### src/hdl/yuvc_pkg.sv
// ----------------------------------------------------------------------------
// yuvc_pkg
// Shared types and constants for the YUV/BGRA to RGBA pixel converter.
// ----------------------------------------------------------------------------
package yuvc_pkg;

   // Source format codes held in the format register.
   typedef enum logic [1:0] {
      FMT_PLANAR = 2'd0,
      FMT_PACKED = 2'd1,
      FMT_SWAP   = 2'd2
   } fmt_type;

   localparam fmt_type FMT_RESET = FMT_SWAP;

   // BT.601 integer coefficients and offsets.
   localparam int COEF_Y     = 298;
   localparam int COEF_RV    = 409;
   localparam int COEF_GU    = 100;
   localparam int COEF_GV    = 208;
   localparam int COEF_BU    = 516;
   localparam int ROUND_BIAS = 128;
   localparam int LUMA_OFS   = 16;
   localparam int CHROMA_OFS = 128;
   localparam logic [7:0] ALPHA_OPAQUE = 8'hFF;

   // Width of the signed accumulation before the shift by 8.
   localparam int SUM_W = 19;

   // One RGBA pixel; red sits in the lowest bits when packed.
   typedef struct packed {
      logic [7:0] alpha;
      logic [7:0] blue;
      logic [7:0] green;
      logic [7:0] red;
   } pixel_type;

   // Input item held in the input register.
   typedef struct packed {
      logic       lone_pixel;
      logic [7:0] byte_d;
      logic [7:0] byte_c;
      logic [7:0] byte_b;
      logic [7:0] byte_a;
   } item_type;

endpackage

### src/hdl/yuvc_color_convert.sv
// ----------------------------------------------------------------------------
// yuvc_color_convert
// Combinational BT.601 conversion of one Y, U, V triple to clamped RGB.
// ----------------------------------------------------------------------------
module yuvc_color_convert
   import yuvc_pkg::*;
(
   input  logic [7:0] luma,
   input  logic [7:0] chroma_u,
   input  logic [7:0] chroma_v,
   output pixel_type  pixel
);

   logic signed [SUM_W-1:0] c_ext;
   logic signed [SUM_W-1:0] d_ext;
   logic signed [SUM_W-1:0] e_ext;
   logic signed [SUM_W-1:0] y_term;
   logic signed [SUM_W-1:0] red_sum;
   logic signed [SUM_W-1:0] green_sum;
   logic signed [SUM_W-1:0] blue_sum;

   // Clamp floor(sum / 256) to 0..255: negative gives 0, above 255 gives 255.
   function automatic logic [7:0] clamp_shift(input logic signed [SUM_W-1:0] sum);
      logic [7:0] result;
      if (sum[SUM_W-1]) begin
         result = 8'd0;
      end else if (|sum[SUM_W-2:16]) begin
         result = 8'hFF;
      end else begin
         result = sum[15:8];
      end
      return result;
   endfunction

   // Remove the luma and chroma offsets.
   assign c_ext = $signed({{(SUM_W-8){1'b0}}, luma})     - SUM_W'(LUMA_OFS);
   assign d_ext = $signed({{(SUM_W-8){1'b0}}, chroma_u}) - SUM_W'(CHROMA_OFS);
   assign e_ext = $signed({{(SUM_W-8){1'b0}}, chroma_v}) - SUM_W'(CHROMA_OFS);

   // Constant products and rounded sums for each channel.
   assign y_term    = c_ext * SUM_W'(COEF_Y);
   assign red_sum   = y_term + e_ext * SUM_W'(COEF_RV) + SUM_W'(ROUND_BIAS);
   assign green_sum = y_term - d_ext * SUM_W'(COEF_GU) - e_ext * SUM_W'(COEF_GV)
                      + SUM_W'(ROUND_BIAS);
   assign blue_sum  = y_term + d_ext * SUM_W'(COEF_BU) + SUM_W'(ROUND_BIAS);

   // Clamp and pack; alpha is opaque for YUV sources.
   always_comb begin
      pixel.red   = clamp_shift(red_sum);
      pixel.green = clamp_shift(green_sum);
      pixel.blue  = clamp_shift(blue_sum);
      pixel.alpha = ALPHA_OPAQUE;
   end

endmodule

### src/hdl/yuv_bgra_to_rgba_pixel_converter_core.sv
// ----------------------------------------------------------------------------
// yuv_bgra_to_rgba_pixel_converter_core
// Converts planar 4:2:0, packed 4:2:2 or BGRA items to RGBA pixels.
// ----------------------------------------------------------------------------
//  Channel  Direction  Contents
//  req_*    in         tdata: byte_a, byte_b, byte_c, byte_d; tuser: lone_pixel
//  rsp_*    out        tdata: red, green, blue, alpha; tlast: last
//  csr_*    in         csr_data: source_format
//
// An item is taken into the input register and, unless the result stalls, one
// pixel per cycle goes from there through the converter into the result
// register. Planar, swap and lone packed items give one pixel each; full packed
// items give two pixels, one after the other, from the single converter. Reset
// empties both registers and sets the format to swap. A stalled result holds
// the result register and, behind it, the item.
// ----------------------------------------------------------------------------
module yuv_bgra_to_rgba_pixel_converter_core
   import yuvc_pkg::*;
(
   input  logic        clock,
   input  logic        reset,
   // Input items.
   input  logic        req_tvalid,
   output logic        req_tready,
   input  logic [31:0] req_tdata,   // byte_a, byte_b, byte_c, byte_d
   input  logic        req_tuser,   // lone_pixel
   // Result pixels.
   output logic        rsp_tvalid,
   input  logic        rsp_tready,
   output logic [31:0] rsp_tdata,   // red, green, blue, alpha
   output logic        rsp_tlast,
   // Format register write.
   input  logic        csr_valid,
   output logic        csr_ready,
   input  logic [1:0]  csr_data     // source_format
);

   fmt_type    fmt_ff, fmt_in;
   logic       in_valid_ff, in_valid_in;
   item_type   item_ff, item_in;
   logic       half_ff, half_in;
   logic       out_valid_ff, out_valid_in;
   pixel_type  out_pixel_ff, out_pixel_in;
   logic       out_last_ff, out_last_in;

   logic       req_accept;
   logic       out_free;
   logic       emit;
   logic       is_final;
   logic       two_pixels;
   logic [7:0] sel_y;
   logic [7:0] sel_v;
   pixel_type  yuv_pixel;
   pixel_type  next_pixel;

   // Format register; writes are always taken.
   assign csr_ready = 1'b1;
   assign fmt_in    = (csr_valid && csr_ready) ? fmt_type'(csr_data) : fmt_ff;

   // Handshake and advance control.
   assign two_pixels = (fmt_ff == FMT_PACKED) && !item_ff.lone_pixel;
   assign is_final   = !two_pixels || half_ff;
   assign out_free   = !out_valid_ff || rsp_tready;
   assign emit       = in_valid_ff && out_free;
   assign req_tready = !in_valid_ff || (emit && is_final);
   assign req_accept = req_tvalid && req_tready;

   // Input register and pixel index.
   always_comb begin
      item_in     = item_ff;
      in_valid_in = in_valid_ff;
      half_in     = half_ff;
      if (req_accept) begin
         item_in     = item_type'({req_tuser, req_tdata});
         in_valid_in = 1'b1;
         half_in     = 1'b0;
      end else if (emit && is_final) begin
         in_valid_in = 1'b0;
      end else if (emit) begin
         half_in = 1'b1;
      end
   end

   // Luma and chroma selection for the current pixel.
   always_comb begin
      sel_y = half_ff ? item_ff.byte_c : item_ff.byte_a;
      sel_v = (fmt_ff == FMT_PLANAR) ? item_ff.byte_c : item_ff.byte_d;
   end

   yuvc_color_convert u_convert (
      .luma     (sel_y),
      .chroma_u (item_ff.byte_b),
      .chroma_v (sel_v),
      .pixel    (yuv_pixel)
   );

   // Pick the YUV result or the byte reorder.
   always_comb begin
      case (fmt_ff)
         FMT_PLANAR, FMT_PACKED: begin
            next_pixel = yuv_pixel;
         end
         default: begin
            next_pixel.red   = item_ff.byte_c;
            next_pixel.green = item_ff.byte_b;
            next_pixel.blue  = item_ff.byte_a;
            next_pixel.alpha = item_ff.byte_d;
         end
      endcase
   end

   // Result register.
   always_comb begin
      out_pixel_in = out_pixel_ff;
      out_last_in  = out_last_ff;
      out_valid_in = out_valid_ff && !rsp_tready;
      if (emit) begin
         out_pixel_in = next_pixel;
         out_last_in  = is_final;
         out_valid_in = 1'b1;
      end
   end

   always_ff @(posedge clock) begin
      if (reset) begin
         fmt_ff       <= FMT_RESET;
         in_valid_ff  <= 1'b0;
         half_ff      <= 1'b0;
         out_valid_ff <= 1'b0;
      end else begin
         fmt_ff       <= fmt_in;
         in_valid_ff  <= in_valid_in;
         half_ff      <= half_in;
         out_valid_ff <= out_valid_in;
      end
   end

   always_ff @(posedge clock) begin
      item_ff      <= item_in;
      out_pixel_ff <= out_pixel_in;
      out_last_ff  <= out_last_in;
   end

   assign rsp_tvalid = out_valid_ff;
   assign rsp_tdata  = out_pixel_ff;
   assign rsp_tlast  = out_last_ff;

   // The second pixel index is only used by a full packed item.
   a_half_only_packed: assert property (@(posedge clock) disable iff (reset)
      (in_valid_ff && half_ff) |-> two_pixels)
      else $error("second pixel index outside a full packed item");

   // A first packed pixel leaves the item in place for its second pixel.
   a_first_keeps_item: assert property (@(posedge clock) disable iff (reset)
      (emit && !is_final) |=> (in_valid_ff && half_ff))
      else $error("packed item lost after its first pixel");

   // An item is only taken when the result register can drain the current one.
   a_accept_needs_room: assert property (@(posedge clock) disable iff (reset)
      (req_accept && in_valid_ff) |-> (out_free && is_final))
      else $error("item accepted over an unfinished item");

endmodule
### config.mk
export PLATFORM = sky130hd
export DESIGN_NAME = yuv_bgra_to_rgba_pixel_converter_core
export DESIGN_NICKNAME = d
export VERILOG_FILES = /design/src/hdl/yuvc_pkg.sv /design/src/hdl/yuvc_color_convert.sv /design/src/hdl/yuv_bgra_to_rgba_pixel_converter_core.sv
export SDC_FILE = /design/constraint.sdc
export NUM_CORES = 1
export LEC_CHECK = 0
export ABC_AREA = 1
export BUFFER_PORTS_ARGS = -buffer_cell sky130_fd_sc_hd__clkbuf_2
export CAP_MARGIN = 30
export CORE_ASPECT_RATIO = 0.9
export CORE_UTILIZATION = 45
export CTS_CLUSTER_DIAMETER = 30
export DETAILED_ROUTE_END_ITERATION = 8
export GPL_TIMING_DRIVEN = 1
export SLEW_MARGIN = 20
export SYNTH_ARGS = -nofsm -noshare
export SYNTH_HDL_FRONTEND = slang
export SYNTH_HIERARCHICAL = 1
export SYNTH_SLANG_ARGS = --single-unit
### constraint.sdc
create_clock -name clock -period 8.16 [get_ports clock]
set_input_delay 0.408 -clock clock [delete_from_list [all_inputs] [get_ports clock]]
set_output_delay 0.408 -clock clock [all_outputs]
set_load 0.02 [all_outputs]
# After elaboration in Yosys (flattened, before gate mapping)

Index checks and enable logic that the tools add are counted.
Widths: inputs -> output; s select.

Bits in registers: 71
Input bits: 40

Muxes and demuxes: 12
Multipliers: 5
Add/sub/neg operators: 10
Bitwise operators: 1
Eq/ne operators: 1
Reductions and logical operators: 21

Operators with widths:

| operator               | number |
|---|---|
| $mux 8                 | 8 |
| $add 19x9->19 const B  | 3 |
| $add 19x19->19         | 2 |
| $sub 19x19->19         | 2 |
| $mux 24                | 1 |
| $mul 19x10->19 const B | 1 |
| $mul 19x5->15 const B  | 1 |
| $mul 19x6->17 const B  | 1 |
| $mul 19x9->17 const B  | 1 |
| $mul 19x9->18 const B  | 1 |
| $sub 8x8->9 const B    | 2 |
| $reduce_or 2->1        | 5 |
| $sub 8x5->9 const B    | 1 |
| $logic_and 1x1->1      | 5 |
| $logic_not 1->1        | 5 |
| $logic_or 1x1->1       | 3 |
| $mux 1                 | 3 |
| $eq 2x1->1 const B     | 1 |
| $logic_not 2->1        | 1 |
| $reduce_and 2->1       | 1 |
| $reduce_bool 2->1      | 1 |
| $not 1->1              | 1 |

# Longest topological paths before layout

Depth after elaboration: 10
Mapped depth: 41

# Modules after synthesis

Netlist, hierarchy kept.

Modules (own cells, without submodules):

| module                                | times used | sequential area each (µm²) | cells an instance | area each (µm²) |
|---|---|---|---|---|
| yuvc_color_convert                    | 1          | 0.0                        | 1,124             | 8,107.8 |
| yuv_bgra_to_rgba_pixel_converter_core | 1          | 2,082.0                    | 239               | 2,811.4 |

# Worst setup path before layout

Ideal clock, no wire load.

Path kind: register to register
Start: reg half_ff
End: reg out_pixel_ff, in the netlist rsp_tdata[0], data pin
Period minus slack after synthesis: 6.899 ns
Data arrival time: 6.647 ns
Slack: 1.261 ns
Required time: 7.908 ns
Buffers on the path: 2
Cell stages (with the launch flop): 35
Cells stage by stage: dfxtp_1 buf_6 buf_2 o21ai_0 nor2_1 nand2_1 xor2_1 inv_1 ha_1 ha_1 inv_1 fa_1 fa_1 inv_1 ha_1 a21oi_1 o21ai_0 nor2_1 xnor2_1 ha_1 inv_1 fa_1 inv_1 fa_1 ha_1 a21oi_1 nand2_1 a21oi_1 nand3b_1 nand2_1 nand3_1 nor2_1 a21oi_1 nand2_1 nand2_1

RTL lines:

| element                | line                                         | source |
|---|---|---|
| start, declared        | yuv_bgra_to_rgba_pixel_converter_core.sv:41  | `logic half_ff, half_in;` |
| start signal, assigned | yuv_bgra_to_rgba_pixel_converter_core.sv:133 | `half_ff <= half_in;` |
| end signal, assigned   | yuv_bgra_to_rgba_pixel_converter_core.sv:140 | `out_pixel_ff <= out_pixel_in;` |
| end, declared          | yuv_bgra_to_rgba_pixel_converter_core.sv:43  | `pixel_type out_pixel_ff, out_pixel_in;` |

==> reports/qor.csv <==
stage;metric;value;unit
clock_tree;post-CTS setup buffer count;0;
synth;synthesized area;10900;um2
synth;Synth cell types;42;
critical_path;r2r worst-path depth;32;
sta;Max Slew Vio Count;0;
placed_design;gp weighted congestion;0.910;
sta;Final Skew;0.0150;ns
global_route;GR Overflow Total;0;
critical_path;Largest delay share family, worst path;adder cells;
clock_tree;worst-case clock buffer depth;2;
critical_path;WS Path Type;reg2reg;
sta;Fin. Hold Viols;0;
critical_path;crit end category;flip-flop;
clock_tree;clk root buf;clkbuf_16;
critical_path;critical path's slowest cell;xor2_1;
die;CORE AREA;23600;um2
route;First-pass DRT Iterations;5;
critical_path;Bufs and invs on worst path;6;
final_layout;synth-to-layout area growth;9.59;%
final_layout;Sequential cell area;2080;um2
die;Die X;166;um
sta;final setup fails;0;
final_layout;Layout Nets;1774;
critical_path;Top cell by count, worst path;ha_1;
final_layout;filler instances;2340;
die;Rows;53;
clock_tree;Worst-path clk slew;0.07;ns
critical_path;Critical Path RT;8.27;ns
sta;Slew @ Worst Pin;1.04;ns
hold_path;worst hold path class;in2reg;
clock_tree;CTS tree;done;
synth;Ys Warns;6;
synth;cell taking the most area after synthesis;ha_1;
die;full die area;24900;um2
final_layout;diode count;0;
global_route;global-route wire length before repair;44700;um
global_route;pin count of the biggest net entering global routing;48;
synth;Synth Flop Type;edfxtp_1;
global_route;initial antenna violation count;0;
global_route;vias in the first global route;8546;
sta;unrepaired setup endpoints after global routing;false;
clock_tree;Num CTS Buffers;9;
die;Die Height;150;um
route;DR DRC count;0;
synth;post-synthesis sequential area ratio;19.1;%
critical_path;Max FO, Critical Path;10;
route;First DRT Iteration DRCs;598;
hold_path;WHS Path Cells;1;
placed_design;placed cells;1738;
critical_path;reg2reg start;item_ff[20]$_DFFE_PP_;
synth;top post-synthesis cells by area;ha_1 25%, edfxtp_1 18%, fa_1 12%;
placed_design;Port Buffers;74;
flow_run;MaxCap Viol Count;0;
clock_tree;clk_lat worst skew;0.35;ns
final_layout;Multi-input gate area;7760;um2
route;DR vias;8926;
synth;FFs w/ async S/R, synth;0;%
status;outcome;complete, no violations;
global_route;GR Util All Layers;23.1;%
final_layout;Layout Cells excl Fill;1754;
sta;Final TNS setup;0;ns
sta;hold_ws;0.231;ns
die;# IOs;76;
sta;Max-slew headroom;30.2;%
synth;Synth Instances;1363;
sta;fin crit period;7.55;ns
clock_tree;H-tree Lvls;3;
critical_path;Worst path max stage delay;0.58;ns
final_layout;final core utilization;50.7;%
critical_path;WP depth;32;
die;starting density of the core;46.3;%
synth;synthesized area per cell;8.01;um2
synth;EDFF count, synth;66;
synth;Synth Register Bits;71;
critical_path;crit path from;item_ff[20]$_DFFE_PP_;
critical_path;CP arrival;7.66;ns
sta;Max Clock Freq;0.132;GHz
clock_tree;clock sinks;71;
placed_design;post-DP HPWL;23400;um
synth;post-synth top area share;25.4;%
route;routed wire length;27600;um
final_layout;layout cells sized above 1;11.2;%
route;drt via density;5.09;
critical_path;crit start category;flip-flop;
hold_path;Hold Startpoint;req_tdata[21];
sta;crit share post-route;92.5;%
route;WL per Instance;15.7;um
route;Antenna Nets Post-Route;0;
==> logic make-up (layout without fill, tap and decap cells) <==
family / count (synthesis) / after routing / share of synthesized area, %
adders and majority gates: 287 / 287 / 37.4
DFF: 71 / 71 / 19.1
muxes: 3 / 3 / 0.309
AOI/OAI and AO/OA: 166 / 166 / 8.10
and+or+nand+nor: 487 / 487 / 19.8
xor gates and xnor gates: 61 / 61 / 4.89
buffers and inverters: 286 / 368 / 10.4
other: 2 / 9 / 0.0688
==> registers in the layout (all words and copies together), names as in the netlist <==
signal / count
item_ff: 33
rsp_tdata: 32
fmt_ff: 2
half_ff: 1
in_valid_ff: 1
rsp_tlast: 1
rsp_tvalid: 1
==> cells in the mapped netlist, drive strengths merged, types with 2 or more instances <==
master and number:
o211ai 3, mux2 3, nand4 7, dfxtp 5, xor2 43, nand3b 3
edfxtp 66, xnor2 18, inv 267, nor2 100, nor4 3, and2 4
buf 18, a21oi 86, conb 2, o31ai 2, nand3 57, fa 65
ha 222, nand2 300, nor3 11, o21bai 6, o21ai 62, or2 2
a21o 4
==> metal layers <==
layer  track usage, %  routed length [um]
met1             34.5               14000
met2             35.0               11600
met3             3.02                1530
met4             5.37                 416
met5                0                   0
==> stage by stage <==
stage,setup WS (ns),instance area (um2)
2_1_floorplan,1.26,10900
3_3_place_gp,0.406,11700
3_5_place_dp,0.308,11700
4_1_cts,0.285,12000
5_1_grt,0.0747,12000
6_report,0.609,12000
==> layout make-up <==
cell class	instances	share of cell area (%)
Inverter	267	8.38
Multi-Input combinational cell	1013	64.9
Sequential cell	71	17.4
Clock buffer	9	1.88
Tap cell	302	3.16
Clock inverter	7	0.523
Timing Repair Buffer	85	3.76
==> what timing repair did <==
item	in CTS	in global routing
resized for setup	0	3
endpoints found under the setup margin	0	16
hold buffers	0	0
==> path summary, 6_finish.rpt <==
check	end	slack, ns
max	rsp_tdata[5]$_DFFE_PP_	0.61
min	item_ff[21]$_DFFE_PP_	0.23
max reg2reg	rsp_tdata[5]$_DFFE_PP_	0.61
min reg2reg	rsp_tvalid$_SDFF_PP0_	0.55
==> placed cells by master (no fill, tap or decap), types with 3 or more instances in the layout <==
cell type,instances
xor2_1,43
nand2_2,12
nand3b_1,3
inv_6,3
clkbuf_16,9
nand4_1,7
edfxtp_1,66
nand2_1,282
clkbuf_2,74
o21bai_1,6
and2_1,4
a21o_1,4
inv_1,265
dfxtp_1,4
nand3_2,7
nand2_4,6
nor2_2,19
nor2_1,79
buf_4,10
conb_1,9
o21ai_0,60
mux2_2,3
o211ai_1,3
nor3_1,11
fa_1,65
xnor2_1,16
nor4_1,3
a21oi_1,83
nand3_1,48
ha_1,222
==> worst register-to-register path, delay by kind of cell, from the launching register on <==
family                     cells  cell delay (ns)
and+or+nand+nor                9             1.02
AOI/OAI and AO/OA              6             0.97
adders and majority gates     10             3.59
buffers and inverters          6             0.68
DFF                            1             0.47
xor gates and xnor gates       1             0.58
Power is left out: the tool's default activity adds up to more than one toggle a clock period on the data nets, which glitch-free logic cannot reach.
